**config.mk**
```make
export PLATFORM = sky130hd
export DESIGN_NAME = phase_average_pi_regulator
export DESIGN_NICKNAME = d
export VERILOG_FILES = /design/src/hdl/papr_pkg.sv /design/src/hdl/phase_average_pi_regulator.sv
export SDC_FILE = /design/constraint.sdc
export NUM_CORES = 2
export LEC_CHECK = 0
export BUFFER_PORTS_ARGS = -buffer_cell sky130_fd_sc_hd__buf_2
export CAP_MARGIN = 20
export CORE_MARGIN = 3
export CORE_UTILIZATION = 25
export CTS_BUF_LIST = sky130_fd_sc_hd__clkbuf_16
export DETAILED_ROUTE_END_ITERATION = 10
export GPL_TIMING_DRIVEN = 0
export PLACE_DENSITY = 0.49
export SYNTH_ARGS = -nofsm -noshare
export SYNTH_HDL_FRONTEND = slang
export SYNTH_SLANG_ARGS = --single-unit
```
**constraint.sdc**
```tcl
create_clock -name i_clk -period 10 [get_ports i_clk]
set_input_delay 2 -clock i_clk [delete_from_list [all_inputs] [get_ports i_clk]]
set_output_delay 2 -clock i_clk [all_outputs]
set_load 0.01 [all_outputs]
```
**src/hdl/papr_pkg.sv**
```systemverilog
// ----------------------------------------------------------------------------
// papr_pkg
// widths, constants, codes and the sequencer program of the phase regulator
// ----------------------------------------------------------------------------
package papr_pkg;

    // default geometry of the sample ring
    localparam int RING_DEPTH_DEF = 20;
    localparam int AVG_COUNT_DEF  = 10;

    // port widths
    localparam int SAMPLE_W   = 12;
    localparam int PIN_W      = 17;
    localparam int DRIVE_W    = 33;
    localparam int MODE_W     = 2;
    localparam int GAIN_W     = 24;
    localparam int TARGET_W   = 25;
    localparam int LIMIT_W    = 16;
    localparam int CFG_IDX_W  = 3;
    localparam int CFG_DATA_W = 25;

    // internal arithmetic widths (Q16.16 values)
    localparam int FRAC_W      = 16;
    localparam int MEAS_W      = 27;
    localparam int MUL_A_W     = 27;
    localparam int MUL_B_W     = 26;
    localparam int PROD_W      = MUL_A_W + MUL_B_W;
    localparam int DRV_W       = 38;
    localparam int RECIP_SHIFT = 24;

    // conversion constants
    localparam int ANGLE_OFFSET = 100;
    localparam int DEG_SCALE    = 360 * (1 << FRAC_W) / 4096;
    localparam int DIR_BONUS    = 10000;

    // controller modes
    localparam logic [MODE_W-1:0] CM_P    = 2'd0;
    localparam logic [MODE_W-1:0] CM_PI   = 2'd1;
    localparam logic [MODE_W-1:0] CM_PASS = 2'd2;

    // configuration register indexes
    typedef enum logic [CFG_IDX_W-1:0] {
        CFG_CTRL_MODE    = 3'd0,
        CFG_PROP_GAIN    = 3'd1,
        CFG_INT_GAIN     = 3'd2,
        CFG_PHASE_TARGET = 3'd3,
        CFG_OUTPUT_LIMIT = 3'd4
    } t_cfg_reg;

    // datapath operations
    typedef enum logic [4:0] {
        U_IDLE, U_SUM, U_DRAIN, U_MUL_RECIP, U_TAKE_Q, U_MUL_N, U_FIX_Q,
        U_MUL_DEG, U_MEAS, U_GAIN_SUM, U_MUL_MG, U_MUL_PK, U_SUB, U_PI_SUM,
        U_MUL_MK, U_P_DRV, U_LIMIT, U_EMIT, U_PASS
    } t_uop;

    // sequencer jump conditions
    typedef enum logic [2:0] {
        J_NEXT, J_GOTO, J_START, J_LOOP, J_PASS, J_PROP, J_OUT
    } t_jump;

    localparam int STEP_W = 5;
    typedef logic [STEP_W-1:0] t_step;

    typedef struct packed {
        t_uop  uop;
        t_jump jump;
        t_step target;
    } t_uword;

    // named program steps
    localparam t_step ST_IDLE  = 5'd0;
    localparam t_step ST_PROP  = 5'd14;
    localparam t_step ST_LIMIT = 5'd16;
    localparam t_step ST_PASS  = 5'd18;

    // control store
    function automatic t_uword ucode(input t_step step);
        unique case (step)
            5'd0:    ucode = '{U_IDLE,      J_START, ST_IDLE};
            5'd1:    ucode = '{U_SUM,       J_LOOP,  ST_IDLE};
            5'd2:    ucode = '{U_DRAIN,     J_NEXT,  ST_IDLE};
            5'd3:    ucode = '{U_MUL_RECIP, J_NEXT,  ST_IDLE};
            5'd4:    ucode = '{U_TAKE_Q,    J_NEXT,  ST_IDLE};
            5'd5:    ucode = '{U_MUL_N,     J_NEXT,  ST_IDLE};
            5'd6:    ucode = '{U_FIX_Q,     J_NEXT,  ST_IDLE};
            5'd7:    ucode = '{U_MUL_DEG,   J_NEXT,  ST_IDLE};
            5'd8:    ucode = '{U_MEAS,      J_PASS,  ST_PASS};
            5'd9:    ucode = '{U_GAIN_SUM,  J_PROP,  ST_PROP};
            5'd10:   ucode = '{U_MUL_MG,    J_NEXT,  ST_IDLE};
            5'd11:   ucode = '{U_MUL_PK,    J_NEXT,  ST_IDLE};
            5'd12:   ucode = '{U_SUB,       J_NEXT,  ST_IDLE};
            5'd13:   ucode = '{U_PI_SUM,    J_GOTO,  ST_LIMIT};
            5'd14:   ucode = '{U_MUL_MK,    J_NEXT,  ST_IDLE};
            5'd15:   ucode = '{U_P_DRV,     J_NEXT,  ST_IDLE};
            5'd16:   ucode = '{U_LIMIT,     J_NEXT,  ST_IDLE};
            5'd17:   ucode = '{U_EMIT,      J_OUT,   ST_IDLE};
            5'd18:   ucode = '{U_PASS,      J_OUT,   ST_IDLE};
            default: ucode = '{U_IDLE,      J_GOTO,  ST_IDLE};
        endcase
    endfunction

endpackage

```
**src/hdl/phase_average_pi_regulator.sv**
```systemverilog
// ----------------------------------------------------------------------------
// phase_average_pi_regulator
// phase sample averaging with P / incremental PI regulation or passthrough, microcoded
// ----------------------------------------------------------------------------
// Input channel (i_in_valid / o_in_ready) carries i_mode, i_phase_sample and
// i_direction. A sample transfer (mode 0) writes the sample into the ring in
// the cycle it is taken and gives no result; a new item is taken the cycle
// after. A tick transfer (mode 1) starts the control program, which averages
// ring entries 0..AVG_COUNT-1 and runs the selected control law.
// Output channel (o_out_valid / i_out_ready) carries o_pin_word and
// o_drive_value, one result per tick, from an output register.
// The tick program runs the ring read loop (one entry a cycle) and then its
// products on the single shared 27x26 multiplier; the next item can be taken
// in the cycle after the result is written.
// While a result waits in the output register the block is back at idle and
// takes further items; a second result waits in the emit step until the
// receiver takes the first. Configuration writes via i_cfg_we are to be made
// only while the block is idle; the block itself does not enforce this.
// Reset clears the ring (per-entry valid bits), the history and the
// configuration registers to their defaults; no clearing pass is needed.
// ----------------------------------------------------------------------------
module phase_average_pi_regulator #(
    parameter int RING_DEPTH = papr_pkg::RING_DEPTH_DEF,
    parameter int AVG_COUNT  = papr_pkg::AVG_COUNT_DEF
) (
    input  logic                                   i_clk,
    input  logic                                   i_rst_n,
    input  logic                                   i_cfg_we,
    input  logic [papr_pkg::CFG_IDX_W-1:0]         i_cfg_index,
    input  logic [papr_pkg::CFG_DATA_W-1:0]        i_cfg_data,
    input  logic                                   i_in_valid,
    output logic                                   o_in_ready,
    input  logic                                   i_mode,
    input  logic [papr_pkg::SAMPLE_W-1:0]          i_phase_sample,
    input  logic                                   i_direction,
    output logic                                   o_out_valid,
    input  logic                                   i_out_ready,
    output logic [papr_pkg::PIN_W-1:0]             o_pin_word,
    output logic signed [papr_pkg::DRIVE_W-1:0]    o_drive_value
);
    import papr_pkg::*;

    localparam int ADDR_W = $clog2(RING_DEPTH);
    localparam int SPAN   = (AVG_COUNT > RING_DEPTH) ? AVG_COUNT : RING_DEPTH;
    localparam int IDX_W  = $clog2(SPAN + 1);
    localparam int SUM_W  = $clog2(AVG_COUNT * ((1 << SAMPLE_W) - 1) + 1);
    localparam int RECIP  = (1 << RECIP_SHIFT) / AVG_COUNT;

    // configuration registers
    logic [MODE_W-1:0]          r_ctrl_mode;
    logic signed [GAIN_W-1:0]   r_prop_gain;
    logic signed [GAIN_W-1:0]   r_int_gain;
    logic signed [TARGET_W-1:0] r_phase_target;
    logic [LIMIT_W-1:0]         r_output_limit;

    // sample ring and its bookkeeping
    logic [SAMPLE_W-1:0]   r_ring [RING_DEPTH];
    logic [RING_DEPTH-1:0] r_ring_vld;
    logic [ADDR_W-1:0]     r_wr_slot;
    logic [SAMPLE_W-1:0]   r_rd_data;
    logic                  r_rd_ok;

    // sequencer
    t_step  r_step, n_step, step_inc;
    t_uword uword;

    // datapath registers
    logic [IDX_W-1:0]           r_idx;
    logic [SUM_W-1:0]           r_sum;
    logic [SAMPLE_W-1:0]        r_avg;
    logic                       r_dir;
    logic signed [PROD_W-1:0]   r_prod;
    logic signed [PROD_W-1:0]   r_acc;
    logic signed [MEAS_W-1:0]   r_meas;
    logic signed [MEAS_W-1:0]   r_prev_meas;
    logic signed [DRV_W-1:0]    r_drive;
    logic signed [DRIVE_W-1:0]  r_prev_drive;

    // output register
    logic                       r_out_valid;
    logic [PIN_W-1:0]           r_pin_word;
    logic signed [DRIVE_W-1:0]  r_drive_value;

    // combinational helpers
    logic                       in_xfer, tick_xfer, sample_xfer, out_free, emit_fire;
    logic                       rd_in_range;
    logic [ADDR_W-1:0]          rd_addr;
    logic [SUM_W-1:0]           sum_add, rem;
    logic signed [MUL_A_W-1:0]  mul_a;
    logic signed [MUL_B_W-1:0]  mul_b;
    logic signed [PROD_W-1:0]   mul_p;
    logic signed [MEAS_W-1:0]   angle, meas_n;
    logic signed [DRV_W-1:0]    lim_q, lim_sum;
    logic [PIN_W-1:0]           pass_pin;

    // handshakes
    assign o_in_ready  = (uword.uop == U_IDLE);
    assign in_xfer     = i_in_valid && o_in_ready;
    assign tick_xfer   = in_xfer && i_mode;
    assign sample_xfer = in_xfer && !i_mode;
    assign out_free    = !r_out_valid || i_out_ready;
    assign emit_fire   = ((uword.uop == U_EMIT) || (uword.uop == U_PASS)) && out_free;

    // control word fetch
    always_comb begin
        uword    = ucode(r_step);
        step_inc = r_step + STEP_W'(1);
    end

    // next step
    always_comb begin
        unique case (uword.jump)
            J_NEXT:  n_step = step_inc;
            J_GOTO:  n_step = uword.target;
            J_START: n_step = tick_xfer ? step_inc : r_step;
            J_LOOP:  n_step = (r_idx != IDX_W'(AVG_COUNT - 1)) ? r_step : step_inc;
            J_PASS:  n_step = (r_ctrl_mode >= CM_PASS) ? uword.target : step_inc;
            J_PROP:  n_step = (r_ctrl_mode == CM_P) ? uword.target : step_inc;
            J_OUT:   n_step = out_free ? uword.target : r_step;
            default: n_step = ST_IDLE;
        endcase
    end

    // ring read address, entries past the ring count as zero
    assign rd_in_range = (r_idx < IDX_W'(RING_DEPTH));
    assign rd_addr     = rd_in_range ? r_idx[ADDR_W-1:0] : '0;

    // accumulate, remainder and conversion terms
    assign sum_add  = r_sum + (r_rd_ok ? SUM_W'(r_rd_data) : '0);
    assign rem      = r_sum - r_prod[SUM_W-1:0];
    assign angle    = r_prod[MEAS_W-1:0];
    assign meas_n   = MEAS_W'(r_phase_target) + (r_dir ? -angle : angle);
    assign lim_q    = $signed({{(DRV_W - LIMIT_W - FRAC_W){1'b0}}, r_output_limit,
                               {FRAC_W{1'b0}}});
    assign lim_sum  = r_drive + lim_q;
    assign pass_pin = PIN_W'(r_avg) + PIN_W'(r_output_limit)
                    + (r_dir ? PIN_W'(DIR_BONUS) : '0);

    // shared multiplier operand select
    always_comb begin
        mul_a = '0;
        mul_b = '0;
        unique case (uword.uop)
            U_MUL_RECIP: begin
                mul_a = $signed({{(MUL_A_W - SUM_W){1'b0}}, r_sum});
                mul_b = MUL_B_W'(RECIP);
            end
            U_MUL_N: begin
                mul_a = $signed({{(MUL_A_W - SAMPLE_W){1'b0}}, r_avg});
                mul_b = MUL_B_W'(AVG_COUNT);
            end
            U_MUL_DEG: begin
                mul_a = $signed({{(MUL_A_W - SAMPLE_W){1'b0}}, r_avg})
                      - MUL_A_W'(ANGLE_OFFSET);
                mul_b = MUL_B_W'(DEG_SCALE);
            end
            U_MUL_MG: begin
                mul_a = r_meas;
                mul_b = r_acc[MUL_B_W-1:0];
            end
            U_MUL_PK: begin
                mul_a = r_prev_meas;
                mul_b = MUL_B_W'(r_prop_gain);
            end
            U_MUL_MK: begin
                mul_a = r_meas;
                mul_b = MUL_B_W'(r_prop_gain);
            end
            default: begin
            end
        endcase
    end

    assign mul_p = mul_a * mul_b;

    // ring memory
    always_ff @(posedge i_clk) begin
        if (sample_xfer) begin
            r_ring[r_wr_slot] <= i_phase_sample;
        end
        r_rd_data <= r_ring[rd_addr];
    end

    // datapath driven by the control word
    always_ff @(posedge i_clk) begin
        unique case (uword.uop)
            U_IDLE: begin
                if (tick_xfer) begin
                    r_sum <= '0;
                    r_idx <= '0;
                    r_dir <= i_direction;
                end
            end
            U_SUM: begin
                r_sum <= sum_add;
                r_idx <= r_idx + IDX_W'(1);
            end
            U_DRAIN:     r_sum <= sum_add;
            U_MUL_RECIP: r_prod <= mul_p;
            U_TAKE_Q:    r_avg <= r_prod[RECIP_SHIFT +: SAMPLE_W];
            U_MUL_N:     r_prod <= mul_p;
            U_FIX_Q: begin
                if (rem >= SUM_W'(AVG_COUNT)) begin
                    r_avg <= r_avg + SAMPLE_W'(1);
                end
            end
            U_MUL_DEG:   r_prod <= mul_p;
            U_MEAS:      r_meas <= meas_n;
            U_GAIN_SUM:  r_acc <= PROD_W'(r_prop_gain) + PROD_W'(r_int_gain);
            U_MUL_MG:    r_prod <= mul_p;
            U_MUL_PK: begin
                r_acc  <= r_prod;
                r_prod <= mul_p;
            end
            U_SUB:       r_acc <= r_acc - r_prod;
            U_PI_SUM:    r_drive <= DRV_W'(r_prev_drive) + DRV_W'(r_acc >>> FRAC_W);
            U_MUL_MK:    r_prod <= mul_p;
            U_P_DRV:     r_drive <= DRV_W'((-r_prod) >>> FRAC_W);
            U_LIMIT: begin
                if ((r_drive < -lim_q) || (r_drive > lim_q)) begin
                    r_drive <= '0;
                end
            end
            default: begin
            end
        endcase
    end

    // result payload
    always_ff @(posedge i_clk) begin
        if (emit_fire) begin
            if (uword.uop == U_EMIT) begin
                r_pin_word    <= lim_sum[FRAC_W +: PIN_W];
                r_drive_value <= r_drive[DRIVE_W-1:0];
            end else begin
                r_pin_word    <= pass_pin;
                r_drive_value <= r_prev_drive;
            end
        end
    end

    // control state, configuration and history
    always_ff @(posedge i_clk) begin
        if (!i_rst_n) begin
            r_step         <= ST_IDLE;
            r_out_valid    <= 1'b0;
            r_ring_vld     <= '0;
            r_wr_slot      <= '0;
            r_rd_ok        <= 1'b0;
            r_ctrl_mode    <= CM_PI;
            r_prop_gain    <= -24'sd6554;
            r_int_gain     <= -24'sd983;
            r_phase_target <= '0;
            r_output_limit <= 16'd2000;
            r_prev_drive   <= '0;
            r_prev_meas    <= '0;
        end else begin
            r_step  <= n_step;
            r_rd_ok <= (uword.uop == U_SUM) && rd_in_range && r_ring_vld[rd_addr];

            // sample store and slot wrap
            if (sample_xfer) begin
                r_ring_vld[r_wr_slot] <= 1'b1;
                r_wr_slot <= (r_wr_slot == ADDR_W'(RING_DEPTH - 1)) ? '0
                           : r_wr_slot + ADDR_W'(1);
            end

            // register writes, unknown indexes ignored
            if (i_cfg_we) begin
                case (t_cfg_reg'(i_cfg_index))
                    CFG_CTRL_MODE:    r_ctrl_mode    <= i_cfg_data[MODE_W-1:0];
                    CFG_PROP_GAIN:    r_prop_gain    <= i_cfg_data[GAIN_W-1:0];
                    CFG_INT_GAIN:     r_int_gain     <= i_cfg_data[GAIN_W-1:0];
                    CFG_PHASE_TARGET: r_phase_target <= i_cfg_data[TARGET_W-1:0];
                    CFG_OUTPUT_LIMIT: r_output_limit <= i_cfg_data[LIMIT_W-1:0];
                    default: begin
                    end
                endcase
            end

            // output register handshake
            if (r_out_valid && i_out_ready) begin
                r_out_valid <= 1'b0;
            end
            if (emit_fire) begin
                r_out_valid <= 1'b1;
                r_prev_meas <= r_meas;
                if (uword.uop == U_EMIT) begin
                    r_prev_drive <= r_drive[DRIVE_W-1:0];
                end
            end
        end
    end

    assign o_out_valid   = r_out_valid;
    assign o_pin_word    = r_pin_word;
    assign o_drive_value = r_drive_value;

endmodule

```
==> out/qor.yml <==
dp_cells: 10230
hold_path_startpoint: "r_prev_meas[2]$_SDFFE_PN0P_"
grt_setup_unrepaired: "yes"
place_ws_ps: -2469
synthesis.area_um2: 64090
synthTopCellsByCount: "nand2_1, inv_1, fa_1, nor2_1, edfxtp_1"
synth_area_per_cell_um2: 9.558
drt_iter0_drc: 4457
finalPower_w: 0.009334
fmax_mhz: 101.7
design.die.area_um2: 262500
yosys_most_used_dff: "edfxtp_1"
wl_met3_um: 14560
setup_slack_ps: 168.5
r2r_cells: 32
critical_path_class: "flop to flop"
crit_required_ps: 10450
cts_buffer_depth: 3
status: "completed"
finalNonFillerCells: 10370
drive_gt1_frac: 0.08082
fin_skew_ps: 38.95
cp_top_family: "adder cells"
crit_top_cell: "fa_1"
topRoutingLayerUsed: "met5"
portBuffers: 98
drtPass1Iterations: 5
fin_area_um2: 72740
gr-usage-all-layers: 0.1795
start_kind: "flop"
clockRootBuffer: "clkbuf_16"
nFillCells: 26860
crit_buf_inv: 9
fin_crit_ps: 9831
vias: 50710
path_depth: 32
numCtsBuffers: 72
drc: 0
synth_top_area_share: 0.2330
grt_max_degree: 51
multi_input_area_um2: 40910
seq_area_um2: 19000
hold_violations: 0
postSynth.asyncResetShare: 0
die_h_um: 512.3
first_global_vias: 51190
tightest_slew_ps: 1259
avgViaCountPerCell: 4.890
crit_arrival_ps: 10280
synth_area_leaders: "fa_1, edfxtp_1, ha_1"
synth_warnings: 0
num_rows: 185
drv_slew: 0
place_area_um2: 69660
initial_core_util: 0.2517
cts_tree: "built"
startpoint: "uword[9]$_DFF_P_"
period_share: 0.9831
peakVddDrop_v: 0.0001323
insertion_delay_ps: 700
power_density_nw_per_um2: 128.3
slew-limit-headroom: 0.1607
maxCapViolCount: 0
areaGrowthSynthToFinish_pct: 13.51
grt_pass1_wl_um: 351400
cts_sinks: 701
setup_viol: 0
nNetsFinal: 8144
clk_pin_slew_ps: 60
dieWidth_um: 512.3
wirelength_met1_um: 106400
cp_slowest_stage_delay_ps: 770
routedWlPerCell_um: 23.14
wl_um: 239900
grt_overflow: 0
hold_class: "flop to flop"
place.gp.congestion: 0.9637
yosys.cell_count.top_type: "nand2_1"
cts.htree.levels: 3
crit-reg2reg-launch: "uword[9]$_DFF_P_"
fp.coreArea_um2: 254600
ant_nets: 0
synth-edff-count: 495
io_pins: 99
antenna_found_initial: 3
synth_nets: 7905
crit_slowest_cell: "a222oi_1"
ys_seq_area_frac: 0.2963
leakagePower_nw: 30.67
min_path_cells: 2
rrSetupSlack_ps: 170
ys_seq_elements: 701
critPathCaptureType: "flop"
cp_max_fo: 10
hpwl_um: 198400
synthCells: 6705
yosys.cell_types.count: 92
wl_met2_um: 108100
yosysTopAreaCell: "fa_1"
cell families after synthesis:
group	Yosys count	synth area share
compound gates	1110	0.1160
flops	701	0.2963
fa+ha+maj	1153	0.3125
buf+inv	1257	0.07372
simple gates	2109	0.1414
mux	68	0.01812
xor+xnor	307	0.04207
tightest hold or removal path: stages (launching register included):
cell and delay [ps]:
dfxtp_1 310, nand2_1 50, a21oi_1 50
worst paths after layout:
check | end
worst max-delay path | r_prod[40]$_DFFE_PP_
worst min-delay path | r_prev_meas[2]$_SDFFE_PN0P_
worst max register to register | r_prod[40]$_DFFE_PP_
worst min register to register | r_prev_meas[2]$_SDFFE_PN0P_
what timing repair did:
action                     4_1_cts  5_1_grt
hold buffers                     0        0
buffers inserted                 7       13
resized for setup              158      112
pin swaps                        6        7
cloned                           0        0
setup endpoints to repair       35       15
cells in the final DEF, fill, tap and decap left out, types with 36 or more instances in the layout:
master / count
clkbuf_2: 54
o22ai_1: 58
o21a_1: 45
a22oi_1: 36
fa_1: 742
clkbuf_1: 176
a21oi_1: 280
clkbuf_16: 74
nor2_1: 623
o21bai_1: 40
nand4_1: 38
inv_1: 968
nand2_1: 972
mux4_2: 37
xor2_1: 77
xnor2_1: 229
a21o_1: 111
ha_1: 406
buf_4: 46
nand2b_1: 43
nand3_1: 108
a221o_1: 44
nor2b_1: 41
nor3_1: 99
edfxtp_1: 495
dfxtp_1: 201
buf_6: 39
o21ai_0: 197
buf_2: 109
area by class of cell:
cell class	count	share of cell area
multi-input combinational	4747	0.5624
sequential	701	0.2612
tap	3366	0.05790
inverter	955	0.04928
clock buffer	74	0.02546
timing repair buffer	182	0.01868
buffer	285	0.01797
clock inverter	59	0.007172
antenna	1	0.00003440
metrics by stage:
step	hold slack, ps	TNS [ps]	utilization
after floorplan	432.3	0	-
after global placement	442.7	-59900	0.2702
after detailed placement	447.2	-44330	0.2736
after CTS	456.2	0	0.2843
after global routing	478.8	-23.36	0.2857
final	456.8	0	0.2857
per-layer routing:
layer / GRT usage / vias up
met5: 0 / -
met4: 0.06777 / 2
met3: 0.02286 / 395
met2: 0.2859 / 1858
met1: 0.2479 / 25690
li1: - / 22760
where the power goes:
part | leakage [nW] | internal (W) | switching [W]
combinational | 23.4 | 0.00102 | 0.00187
clock | 1.20 | 0.00148 | 0.00130
sequential | 6.10 | 0.00335 | 0.000308
total | 30.7 | 0.00585 | 0.00348
registers in the layout, summed over array words and instances (netlist names), 20 cells and up:
signal	cells
r_meas	27
r_prod	53
r_phase_target	25
r_prev_meas	27
r_drive	38
r_ring_vld	20
r_prop_gain	24
o_drive_value	33
r_ring	240
r_int_gain	24
r_acc	53
r_prev_drive	33
No activity file was read; power rests on OpenSTA's default activity.
